<file path="config.mk">
export PLATFORM = sky130hd
export DESIGN_NAME = time_proportioning_heater_top_flat
export DESIGN_NICKNAME = d
export VERILOG_FILES = /design/src/design/tph_pkg.sv /design/src/design/tph_if.sv /design/src/design/tph_in_stage.sv /design/src/design/tph_core.sv /design/src/design/time_proportioning_heater_top.sv /design/src/flat_wrapper.sv
export SDC_FILE = /design/constraint.sdc
export NUM_CORES = 1
export LEC_CHECK = 0
export BUFFER_PORTS_ARGS = -buffer_cell sky130_fd_sc_hd__buf_2
export CORE_MARGIN = 2
export CORE_UTILIZATION = 35
export DETAILED_ROUTE_END_ITERATION = 10
export SLEW_MARGIN = 0
export SYNTH_ARGS = -nofsm -noshare
export SYNTH_HDL_FRONTEND = slang
export SYNTH_HIERARCHICAL = 1
export SYNTH_SLANG_ARGS = --single-unit
</file>
<file path="constraint.sdc">
create_clock -name clk -period 11.12 [get_ports clk]
set_input_delay 2.224 -clock clk [delete_from_list [all_inputs] [get_ports clk]]
set_output_delay 2.224 -clock clk [all_outputs]
set_load 0.02 [all_outputs]
</file>
<file path="src/design/tph_pkg.sv">
package tph_pkg;

    // Default length of one proportioning window in milliseconds.
    localparam int unsigned WINDOW_MS_DEF = 20000;

    // Field widths fixed by the word formats.
    localparam int unsigned TIME_W   = 32;
    localparam int unsigned TEMP_W   = 14;
    localparam int unsigned TARGET_W = 12;
    localparam int unsigned ON_OUT_W = 15;
    localparam int unsigned ERR_W    = 16;

    // Reset value of the setpoint, hundredths of a degree.
    localparam logic [TARGET_W-1:0] TARGET_RESET = 12'd3780;

    // Error thresholds, hundredths of a degree.
    localparam logic signed [ERR_W-1:0] ERR_OFF_BAND  = 16'sd15;
    localparam logic signed [ERR_W-1:0] ERR_FULL      = 16'sd200;
    localparam logic signed [ERR_W-1:0] ERR_PROP_HIGH = 16'sd80;
    localparam logic signed [ERR_W-1:0] ERR_PROP_LOW  = 16'sd30;
    localparam logic signed [ERR_W-1:0] ERR_ZERO      = 16'sd0;

    // Linear part of the on-time curve: one entry per hundredth from 30 to 80.
    localparam int unsigned ON_TAB_N = 51;
    localparam int unsigned ON_IDX_W = 6;

    typedef int unsigned on_tab_t [ON_TAB_N];

    typedef struct packed {
        logic [TIME_W-1:0]        now_ms;
        logic signed [TEMP_W-1:0] temp_centi;
        logic                     temp_valid;
    } tph_item_t;

    typedef struct packed {
        logic      valid;
        tph_item_t item;
    } tph_stage_t;

    // On-time for each step of the linear section, in milliseconds:
    // window * (5% + 1.9% per hundredth above 0.30 degrees), truncated.
    function automatic on_tab_t build_on_tab(int unsigned window_ms);
        on_tab_t tab;
        for (int d = 0; d < ON_TAB_N; d++)
        begin
            tab[d] = (window_ms * (50 + 19 * d)) / 1000;
        end
        return tab;
    endfunction

endpackage

</file>
<file path="src/design/tph_if.sv">
interface tph_in_if;
    logic                                       valid;
    logic                                       ready;
    logic [tph_pkg::TIME_W-1:0]                 now_ms;
    logic signed [tph_pkg::TEMP_W-1:0]          temp_centi;
    logic                                       temp_valid;

    modport source (output valid, now_ms, temp_centi, temp_valid, input ready);
    modport sink   (input valid, now_ms, temp_centi, temp_valid, output ready);
endinterface

interface tph_out_if;
    logic                                       valid;
    logic                                       ready;
    logic                                       heater_on;
    logic                                       full_mode;
    logic [tph_pkg::ON_OUT_W-1:0]               on_time_ms;

    modport source (output valid, heater_on, full_mode, on_time_ms, input ready);
    modport sink   (input valid, heater_on, full_mode, on_time_ms, output ready);
endinterface

interface tph_cfg_if;
    logic                                       valid;
    logic                                       ready;
    logic [tph_pkg::TARGET_W-1:0]               target_temp_centi;

    modport source (output valid, target_temp_centi, input ready);
    modport sink   (input valid, target_temp_centi, output ready);
endinterface

</file>
<file path="src/design/tph_in_stage.sv">
module tph_in_stage (
    input  logic                clk,
    input  logic                rst_n,
    tph_in_if.sink              in_ch,
    input  logic                stall,
    output tph_pkg::tph_stage_t stage
);

    logic               valid_reg;
    logic               valid_next;
    tph_pkg::tph_item_t item_reg;
    logic               load;

    // The stage takes a new word whenever it is empty or its word moves on.
    assign load        = !valid_reg || !stall;
    assign in_ch.ready = load;
    assign valid_next  = load ? in_ch.valid : valid_reg;

    always_ff @(posedge clk or negedge rst_n)
    begin
        if (!rst_n)
        begin
            valid_reg <= 1'b0;
        end
        else
        begin
            valid_reg <= valid_next;
        end
    end

    always_ff @(posedge clk)
    begin
        if (load && in_ch.valid)
        begin
            item_reg.now_ms     <= in_ch.now_ms;
            item_reg.temp_centi <= in_ch.temp_centi;
            item_reg.temp_valid <= in_ch.temp_valid;
        end
    end

    assign stage.valid = valid_reg;
    assign stage.item  = item_reg;

endmodule

</file>
<file path="src/design/tph_core.sv">
module tph_core #(
    parameter int unsigned WINDOW_MS = tph_pkg::WINDOW_MS_DEF
) (
    input  logic                clk,
    input  logic                rst_n,
    input  tph_pkg::tph_stage_t stage,
    output logic                stall,
    tph_out_if.source           out_ch,
    tph_cfg_if.sink             cfg_ch
);

    localparam int unsigned      OnW   = $clog2(WINDOW_MS + 1);
    localparam tph_pkg::on_tab_t OnTab = tph_pkg::build_on_tab(WINDOW_MS);
    localparam logic [OnW-1:0]   OnFull = OnW'(WINDOW_MS);
    localparam logic [tph_pkg::TIME_W-1:0] WinLen = tph_pkg::TIME_W'(WINDOW_MS);

    // Controller state.
    logic [tph_pkg::TARGET_W-1:0] target_reg;
    logic                         relay_reg, relay_next;
    logic                         full_reg, full_next;
    logic                         inwin_reg, inwin_next;
    logic [tph_pkg::TIME_W-1:0]   win_start_reg, win_start_next;
    logic [tph_pkg::TIME_W-1:0]   sw_on_reg, sw_on_next;

    // Result register.
    logic                         res_valid_reg, res_valid_next;
    logic                         heater_reg;
    logic                         fullm_reg;
    logic [tph_pkg::ON_OUT_W-1:0] on_time_reg;

    logic                               advance;
    logic signed [tph_pkg::ERR_W-1:0]   err;
    logic signed [tph_pkg::ERR_W-1:0]   err_off;
    logic [tph_pkg::ON_IDX_W-1:0]       tab_idx;
    logic [OnW-1:0]                     on_ms;
    logic [tph_pkg::TIME_W-1:0]         now;
    logic [tph_pkg::TIME_W-1:0]         win_elapsed;
    logic [tph_pkg::TIME_W-1:0]         sw_elapsed;
    logic                               win_done;

    assign stall   = res_valid_reg && !out_ch.ready;
    assign advance = stage.valid && !stall;
    assign now     = stage.item.now_ms;

    // Error in hundredths, setpoint minus temperature.
    assign err     = $signed({{(tph_pkg::ERR_W - tph_pkg::TARGET_W){1'b0}}, target_reg})
                   - {{(tph_pkg::ERR_W - tph_pkg::TEMP_W){stage.item.temp_centi[tph_pkg::TEMP_W-1]}},
                      stage.item.temp_centi};
    assign err_off = err - tph_pkg::ERR_PROP_LOW;
    assign tab_idx = err_off[tph_pkg::ON_IDX_W-1:0];

    assign win_elapsed = now - win_start_reg;
    assign win_done    = win_elapsed >= WinLen;

    always_comb
    begin
        relay_next     = relay_reg;
        full_next      = full_reg;
        inwin_next     = inwin_reg;
        win_start_next = win_start_reg;
        sw_on_next     = sw_on_reg;
        on_ms          = '0;
        sw_elapsed     = now - sw_on_reg;

        priority if (!stage.item.temp_valid)
        begin
            // Missing reading: drop the relay, keep the window timing.
            if (relay_reg)
            begin
                relay_next = 1'b0;
                full_next  = 1'b0;
            end
        end
        else if (err <= tph_pkg::ERR_OFF_BAND)
        begin
            if (relay_reg)
            begin
                relay_next = 1'b0;
                inwin_next = 1'b0;
                full_next  = 1'b0;
            end
        end
        else if (err > tph_pkg::ERR_FULL)
        begin
            full_next  = 1'b1;
            relay_next = 1'b1;
        end
        else
        begin
            full_next = 1'b0;
            priority if (err > tph_pkg::ERR_PROP_HIGH)
            begin
                on_ms = OnFull;
            end
            else if (err >= tph_pkg::ERR_PROP_LOW)
            begin
                on_ms = OnW'(OnTab[tab_idx]);
            end
            else if (err > tph_pkg::ERR_ZERO)
            begin
                on_ms = OnW'(OnTab[0]);
            end
            else
            begin
                on_ms = '0;
            end

            if (win_done)
            begin
                win_start_next = now;
                if ((on_ms != '0) && !relay_reg)
                begin
                    relay_next = 1'b1;
                    inwin_next = 1'b1;
                    sw_on_next = now;
                end
            end

            sw_elapsed = now - sw_on_next;
            if (relay_next && inwin_next &&
                (sw_elapsed >= {{(tph_pkg::TIME_W - OnW){1'b0}}, on_ms}))
            begin
                relay_next = 1'b0;
                inwin_next = 1'b0;
            end
        end
    end

    assign res_valid_next = stall ? res_valid_reg : stage.valid;

    always_ff @(posedge clk or negedge rst_n)
    begin
        if (!rst_n)
        begin
            target_reg    <= tph_pkg::TARGET_RESET;
            relay_reg     <= 1'b0;
            full_reg      <= 1'b0;
            inwin_reg     <= 1'b0;
            win_start_reg <= '0;
            sw_on_reg     <= '0;
            res_valid_reg <= 1'b0;
        end
        else
        begin
            res_valid_reg <= res_valid_next;
            if (cfg_ch.valid)
            begin
                target_reg <= cfg_ch.target_temp_centi;
            end
            if (advance)
            begin
                relay_reg     <= relay_next;
                full_reg      <= full_next;
                inwin_reg     <= inwin_next;
                win_start_reg <= win_start_next;
                sw_on_reg     <= sw_on_next;
            end
        end
    end

    always_ff @(posedge clk)
    begin
        if (advance)
        begin
            heater_reg  <= relay_next;
            fullm_reg   <= full_next;
            on_time_reg <= tph_pkg::ON_OUT_W'(on_ms);
        end
    end

    assign cfg_ch.ready      = 1'b1;
    assign out_ch.valid      = res_valid_reg;
    assign out_ch.heater_on  = heater_reg;
    assign out_ch.full_mode  = fullm_reg;
    assign out_ch.on_time_ms = on_time_reg;

endmodule

</file>
<file path="src/design/time_proportioning_heater_top.sv">
// Time-proportioning heater controller. Each input word is one control tick
// (timestamp in ms, temperature in hundredths of a degree, reading-valid flag)
// and produces exactly one output word with the relay drive, the full-heating
// flag and the on-time computed for the proportional window. The block takes
// one word per clock cycle while its output is not stalled; an accepted word
// goes first into the input register, then through the decision logic into the
// result register. Throughput is set by the controller state registers, which
// are read and rewritten once per tick in the same cycle. A stalled output
// word holds the result register; the input register still takes one more
// word, and input ready drops only when both are full. The setpoint is written
// through the configuration channel, whose ready is always high; it resets to
// 37.80 degrees and should be changed only while no tick is in flight.
module time_proportioning_heater_top #(
    parameter int unsigned WINDOW_MS = tph_pkg::WINDOW_MS_DEF
) (
    input  logic       clk,
    input  logic       rst_n,
    tph_in_if.sink     in_ch,
    tph_out_if.source  out_ch,
    tph_cfg_if.sink    cfg_ch
);

    // Word held in the input register, and back-pressure from the result side.
    tph_pkg::tph_stage_t stage;
    logic                stall;

    tph_in_stage u_in_stage (
        .clk   (clk),
        .rst_n (rst_n),
        .in_ch (in_ch),
        .stall (stall),
        .stage (stage)
    );

    // Decision logic, controller state, setpoint and result register.
    tph_core #(
        .WINDOW_MS (WINDOW_MS)
    ) u_core (
        .clk    (clk),
        .rst_n  (rst_n),
        .stage  (stage),
        .stall  (stall),
        .out_ch (out_ch),
        .cfg_ch (cfg_ch)
    );

endmodule

</file>
<file path="src/flat_wrapper.sv">
// flat-port wrapper written by rule: the top's interface ports become plain ports
module time_proportioning_heater_top_flat 
#(
    parameter int unsigned WINDOW_MS = tph_pkg::WINDOW_MS_DEF
)
  (clk, rst_n, in_ch_valid, in_ch_now_ms, in_ch_temp_centi, in_ch_temp_valid, in_ch_ready, out_ch_valid, out_ch_heater_on, out_ch_full_mode, out_ch_on_time_ms, out_ch_ready, cfg_ch_valid, cfg_ch_target_temp_centi, cfg_ch_ready);
  tph_in_if in_ch_i ();
  tph_out_if out_ch_i ();
  tph_cfg_if cfg_ch_i ();
  input  logic clk;
  input  logic rst_n;
  input wire logic [$bits(in_ch_i.valid)-1:0] in_ch_valid;
  input wire logic [$bits(in_ch_i.now_ms)-1:0] in_ch_now_ms;
  input wire logic [$bits(in_ch_i.temp_centi)-1:0] in_ch_temp_centi;
  input wire logic [$bits(in_ch_i.temp_valid)-1:0] in_ch_temp_valid;
  output wire logic [$bits(in_ch_i.ready)-1:0] in_ch_ready;
  output wire logic [$bits(out_ch_i.valid)-1:0] out_ch_valid;
  output wire logic [$bits(out_ch_i.heater_on)-1:0] out_ch_heater_on;
  output wire logic [$bits(out_ch_i.full_mode)-1:0] out_ch_full_mode;
  output wire logic [$bits(out_ch_i.on_time_ms)-1:0] out_ch_on_time_ms;
  input wire logic [$bits(out_ch_i.ready)-1:0] out_ch_ready;
  input wire logic [$bits(cfg_ch_i.valid)-1:0] cfg_ch_valid;
  input wire logic [$bits(cfg_ch_i.target_temp_centi)-1:0] cfg_ch_target_temp_centi;
  output wire logic [$bits(cfg_ch_i.ready)-1:0] cfg_ch_ready;
  assign in_ch_i.valid = in_ch_valid;
  assign in_ch_i.now_ms = in_ch_now_ms;
  assign in_ch_i.temp_centi = in_ch_temp_centi;
  assign in_ch_i.temp_valid = in_ch_temp_valid;
  assign in_ch_ready = in_ch_i.ready;
  assign out_ch_valid = out_ch_i.valid;
  assign out_ch_heater_on = out_ch_i.heater_on;
  assign out_ch_full_mode = out_ch_i.full_mode;
  assign out_ch_on_time_ms = out_ch_i.on_time_ms;
  assign out_ch_i.ready = out_ch_ready;
  assign cfg_ch_i.valid = cfg_ch_valid;
  assign cfg_ch_i.target_temp_centi = cfg_ch_target_temp_centi;
  assign cfg_ch_ready = cfg_ch_i.ready;
  time_proportioning_heater_top #(.WINDOW_MS(WINDOW_MS)) u_core (.clk(clk), .rst_n(rst_n), .in_ch(in_ch_i), .out_ch(out_ch_i), .cfg_ch(cfg_ch_i));
endmodule
</file>
After elaboration in Yosys (flattened, before gate mapping). Memories as Yosys holds them, arrays and structs flattened. Index checks and enable logic that the tools add are counted.

Equal/unequal tests: 2. Multiplexer cells: 35. Add/subtract/negate cells: 4. Reductions and logical operators: 16. Order comparisons: 8. Bitwise logic cells: 4.

Operators with widths (count): 32-bit two-way mux (5); 15-bit two-way mux (7); 32-bit subtractor (2); 32-bit by 15-bit >= comparator with 1-bit output (1); 32-bit by 15-bit >= comparator with 1-bit output, second input constant (1); 1-bit two-way mux (22); 15-bit by 6-bit >= comparator with 1-bit output, second input constant (1); 15-bit by 1-bit greater-than comparator with 1-bit output, second input constant (1); 15-bit by 8-bit greater-than comparator with 1-bit output, second input constant (1); 15-bit by 9-bit greater-than comparator with 1-bit output, second input constant (1); 15-bit by 5-bit <= comparator with 1-bit output, second input constant (1); 15-bit nonzero test (1); 13-bit by 14-bit subtractor with 15-bit output (1); 10-bit two-way mux (1); 4-bit AND reduction (2); 7-bit >= comparator, second input constant (1); 6-bit inverter with 7-bit output (1); 1-bit logical AND (6); 6-bit subtractor, second input constant (1); 5-bit AND reduction (1); 1-bit logical NOT (4); 2-bit != test, second input constant (2); 1-bit inverter (3); 3-bit OR reduction (1); 1-bit logical OR (1).

Register bits after elaboration: 145. Input bits: 64. Output and inout bits: 20. Logic and storage cells: 84. Memories kept: 1. Bits in read-only memories: 2048.

Memories: (name not given) (depth 64, width 32, read ports 1, clocked after Yosys merged registers in 0, write ports 0, line tph_core.sv:97) `on_ms = OnW'(OnTab[tab_idx]);`.

Longest topological paths before layout.
Depth after elaboration: 25. Gate-level depth with buffers: 47. Mapped depth without buffers: 45.

By module. The synthesis kept the hierarchy.

By module, submodules not included: tph_core (times used 1, cells each 1134, seq. area each 2459.9 µm², area each 9481.6 µm²); tph_in_stage (times used 1, cells each 52, seq. area each 1436.4 µm², area each 1466.4 µm²).

Least setup slack after synthesis. OpenSTA, ideal clock, no wires.

Kind: register to register. From: register u_core.u_in_stage.item_reg, in the netlist u_core/u_in_stage/stage[21]. To: register u_core.u_core.heater_reg (netlist: u_core/u_core/out_ch.heater_on) (data pin). Buffers on the path: 3. Period minus slack after synthesis: 9.957 ns. Setup time: 0.141 ns. Slack: 1.163 ns. Stages on the path, launching flop included: 44. Required time: 10.979 ns. Arrival time: 9.816 ns. Path through: edfxtp_1 -> ha_1 -> o21a_1 -> nor2_1 -> or4_4 -> o21a_2 -> o31ai_2 -> mux2i_1 -> a211oi_2 -> nand4_4 -> o21ai_4 -> nor2_2 -> buf_1 -> clkbuf_1 -> buf_1 -> mux2i_1 -> ha_1 -> a21o_1 -> [... 8 more ...] -> nand2_1 -> a31o_2 -> nand2_1 -> nand2_1 -> a21oi_1 -> xnor2_1 -> ha_1 -> a221oi_1 -> o21ai_0 -> a311oi_1 -> o2111ai_1 -> a2111oi_0 -> or4b_1 -> a2111oi_2 -> o2111ai_1 -> or3_4 -> o2bb2ai_1 -> a21oi_2.

Word-level cells in the longest chain between the ends: 13. Elaborated cells between the ends (all ways): 23. Those cells by class: 2 x add/sub; 2 x order compare; 17 x mux; 2 x reduce/logical.

Ends and longest elaborated chain: from (decl) (line tph_in_stage.sv:11) `tph_pkg::tph_item_t item_reg;`; 32-bit subtractor (line tph_core.sv:52) `assign win_elapsed = now - win_start_reg;`; 32-bit by 15-bit >= comparator with 1-bit output (line tph_core.sv:53) `assign win_done = win_elapsed >= WinLen;`; 32-bit two-way mux (line tph_core.sv:108) `if (win_done)`; 32-bit two-way mux (line tph_core.sv:83) `else if (err > tph_pkg::ERR_FULL)`; 32-bit two-way mux (line tph_core.sv:74) `else if (err <= tph_pkg::ERR_OFF_BAND)`; 32-bit two-way mux (line tph_core.sv:65) `priority if (!stage.item.temp_valid)`; 32-bit subtractor (line tph_core.sv:119) `sw_elapsed = now - sw_on_next;`; 32-bit by 15-bit >= comparator with 1-bit output (line tph_core.sv:121) `(sw_elapsed >= {{(tph_pkg::TIME_W - OnW){1'b0}}, on_ms}))`; 1-bit logical AND (line tph_core.sv:120) `if (relay_next && inwin_next &&`; 1-bit two-way mux * (line tph_core.sv:120); 1-bit two-way mux * (line tph_core.sv:83); 1-bit two-way mux * (line tph_core.sv:74); 1-bit two-way mux * (line tph_core.sv:65); named net u_core.u_core.relay_next (line tph_core.sv:19) `logic relay_reg, relay_next;`; to (signal assigned) (line tph_core.sv:165) `heater_reg <= relay_next;`; to (decl) (line tph_core.sv:27) `logic heater_reg;`.

Mark *: on every way through the listed nets, which the timed path passes. The rest lies on a longest branch. The select of a mux whose other input is x is not followed. A chain may end at the register's enable or synchronous reset.

Worst setup path after layout. Ends and elaborated chain as after synthesis.

==> flow_summary.json <==
{
  "slew_viol_final": 0,
  "cts_setup_buffers": 0,
  "startpoint_type": "flip-flop",
  "seq_area_frac_synth_pct": 35.59,
  "final_hold_viol_count": 0,
  "ioPinCount": 84,
  "wl_per_cell_um": 16.73,
  "start_util_pct": 35.70,
  "crit_arrival_ns": 10.61,
  "crit_family": "compound AO/OA/AOI/OAI gates",
  "grt-ovfl-total": 0,
  "cts_num_sinks": 143,
  "totalWireLength_um": 27730,
  "clk_pin_slew_ns": 0.06,
  "yosysWarnings": 6,
  "track_usage_pct": 17.18,
  "skew_ns": 0.01204,
  "post_cts_resized": 0,
  "rr_worst_depth": 43,
  "seqCellArea_um2": 3896,
  "slowest_stage": "or4_4",
  "p_switching_w": 0.001255,
  "power_leakage_nw": 5.375,
  "swShare_pct": 43.14,
  "cts_inserted_buffers": 17,
  "p_comb_share_pct": 53.9,
  "netlist_instances": 1186,
  "portBuffers": 80,
  "holdCritStartpoint": "u_core/u_core/sw_on_reg[20]",
  "synth-seq-cells": 143,
  "routed_via_density": 5.428,
  "hold_path_depth": 2,
  "min_path_type": "flip-flop to flip-flop",
  "htreeDepth": 4,
  "fin_crit_ns": 10.31,
  "cts_tree": "built",
  "tightestPinTransition_ns": 0.9700,
  "r2r_slack_ns": 0.81,
  "area_growth_syn_to_layout_pct": 12.59,
  "cp.required_ns": 11.42,
  "slowest_delay_ns": 0.56,
  "die_h_um": 180.9,
  "num-nets-final": 1407,
  "crit_buf_inv": 2,
  "p_int_w": 0.001654,
  "layout_commonest_cell": "nand2_1",
  "ir_worst_vdd_uv": 114.1,
  "grt_pass1_wl_um": 45240,
  "worstPathMaxFanout": 16,
  "wl_met3_um": 1259,
  "clockBufferDepth": 2,
  "drv_cap": 0,
  "post-dp-hpwl_um": 21140,
  "rsz0062_at_grt": "no",
  "syn_area_um2": 10950,
  "antenna_found_initial": 0,
  "yosysUniqueCellTypes": 88,
  "top_layer": "met4",
  "placed_cell_area_um2": 11740,
  "fin_crit_sh_pct": 92.71,
  "r2r_start": "u_core/u_in_stage/stage[21]",
  "multi_input_area_um2": 6590,
  "dieArea_um2": 32710,
  "largest_reg_flops": 47,
  "fillers": 3065,
  "fin_setup_tns_ns": 0,
  "met2WireLength_um": 12980,
  "clockPowerShare_pct": 19.9,
  "root_buffer": "clkbuf_16",
  "antenna_cells": 0,
  "num_vias": 9000,
  "max_freq_mhz": 96.99,
  "drt_iter0_drc": 679,
  "worstSetupPathType": "flip-flop to flip-flop",
  "power_frac_seq_pct": 26.2,
  "timing.hold.ws_ns": 0.4821,
  "dr.pass1.iters": 5,
  "core-area_um2": 30670,
  "gp_routability_congestion": 0.9131,
  "final_cell_mix": "nand2_1, a21oi_1, ha_1, nor2_1, inv_1",
  "syn_area_per_cell_um2": 9.231,
  "synth_edf_count": 62,
  "async_flop_share_pct": 56.64,
  "die-width_um": 180.9,
  "layout-drive-gt1-share_pct": 16.09,
  "cpMostUsedCell": "nand2_1",
  "min_to": "u_core/u_core/sw_on_reg[20]",
  "grt_pass1_vias": 8697,
  "drc": 0,
  "status": "finished clean",
  "relSlewSlack_pct": 34.87,
  "power_density_nw_per_um2": 236.0,
  "met1Wirelength_um": 13150,
  "insertion_delay_ns": 0.44,
  "fin_area_um2": 12330,
  "r2r-end": "u_core/u_core/out_ch.heater_on",
  "synth-main-ff-cell": "dfrtp_1",
  "ant_nets": 0,
  "grt_max_degree": 57,
  "setup_violations": 0,
  "rows": 64,
  "endpoint_kind": "flip-flop",
  "holdBufCountCts": 0
}
==> per-layer routing <==
layer  vias up  GRT usage (%)
met5         -              0
met4         0          4.516
met3        21          3.648
met2       195          27.79
met1      4295          23.29
li1       4489              -
==> cell families (layout without fill, tap and decap cells) <==
logic type,Yosys count,count (layout),share of synthesized area [%]
buf+inv,125,200,4.469
xor+xnor,51,51,4.080
simple gates,329,329,14.40
mux,86,86,8.491
flops,143,143,35.59
fa+ha+maj,100,100,11.50
other cells,2,3,0.06860
compound gates,350,350,21.41
==> power by group through the flow <==
| stage | combinational (W) | clock (W) | sequential [W] |
|---|---|---|---|
| global placement | 0.00154 | 0 | 0.000768 |
| detailed placement | 0.00154 | 0 | 0.000773 |
| global route | 0.00175 | 0.000617 | 0.000782 |
| floorplan | 0.00121 | 0 | 0.000751 |
| CTS | 0.00155 | 0.000601 | 0.000764 |
| finish | 0.00157 | 0.000578 | 0.000763 |
==> stage by stage <==
stage / util, % / power, W / std cells / setup WS [ns]
final: 40.19 / 0.002909 / 1658 / 0.8101
after global routing: 40.19 / 0.003151 / 1658 / 0.07036
after CTS: 40.19 / 0.002918 / 1658 / 0.7117
after detailed placement: 38.28 / 0.002318 / 1626 / 0.7737
after global placement: 38.28 / 0.002309 / 1626 / 1.069
after floorplan: - / 0.001961 / 1187 / 1.163
==> cell type report <==
| type | count | area share, % |
|---|---|---|
| inverter | 81 | 2.467 |
| sequential | 143 | 31.61 |
| timing repair buffer | 87 | 3.695 |
| clock inverter | 14 | 1.269 |
| tap | 396 | 4.019 |
| multi-input combinational | 919 | 53.46 |
| clock buffer | 18 | 3.482 |
==> worst register-to-register path: cells and delay by family, from the launching register on <==
family          cells  cell delay, ns
buf+inv             2            0.24
simple gates       12            2.67
flops               1            0.49
fa+ha+maj           7            2.22
compound gates     20            4.06
xor+xnor            1            0.14
mux                 1            0.38
==> synthesized netlist by cell type (8+ instances only) <==
cell type	count	area (um2)
a21oi_1	94	470.5
nor2_1	83	311.6
a31oi_1	10	62.56
a21o_1	37	277.8
clkbuf_1	33	123.9
nand2_1	113	424.2
a211o_1	8	70.07
nor2b_1	10	62.56
mux2_2	55	619.3
nor3_1	21	105.1
o21ai_0	80	400.4
mux2i_1	31	310.3
dfrtp_1	75	1877
xnor2_1	23	201.4
a211oi_1	13	97.59
ha_1	91	1139
nand2b_1	18	112.6
nand3_1	24	120.1
edfxtp_1	62	1862
inv_1	81	304.0
xor2_1	28	245.2
nand4_1	13	81.33
o21a_1	10	75.07
==> worst max path at each step <==
stage,start,endpoint,cells past startpoint
6_report,u_core/u_in_stage/stage[21],u_core/u_core/out_ch.heater_on,43
3_3_place_gp,u_core/u_in_stage/stage[21],u_core/u_core/out_ch.heater_on,43
5_1_grt,u_core/u_in_stage/stage[21],u_core/u_core/out_ch.heater_on,44
4_1_cts,u_core/u_in_stage/stage[21],u_core/u_core/out_ch.heater_on,43
2_1_floorplan,u_core/u_in_stage/stage[21],u_core/u_core/out_ch.heater_on,43
3_5_place_dp,u_core/u_in_stage/stage[21],u_core/u_core/out_ch.heater_on,43
Note: power is estimated with default switching activity, not from simulation.
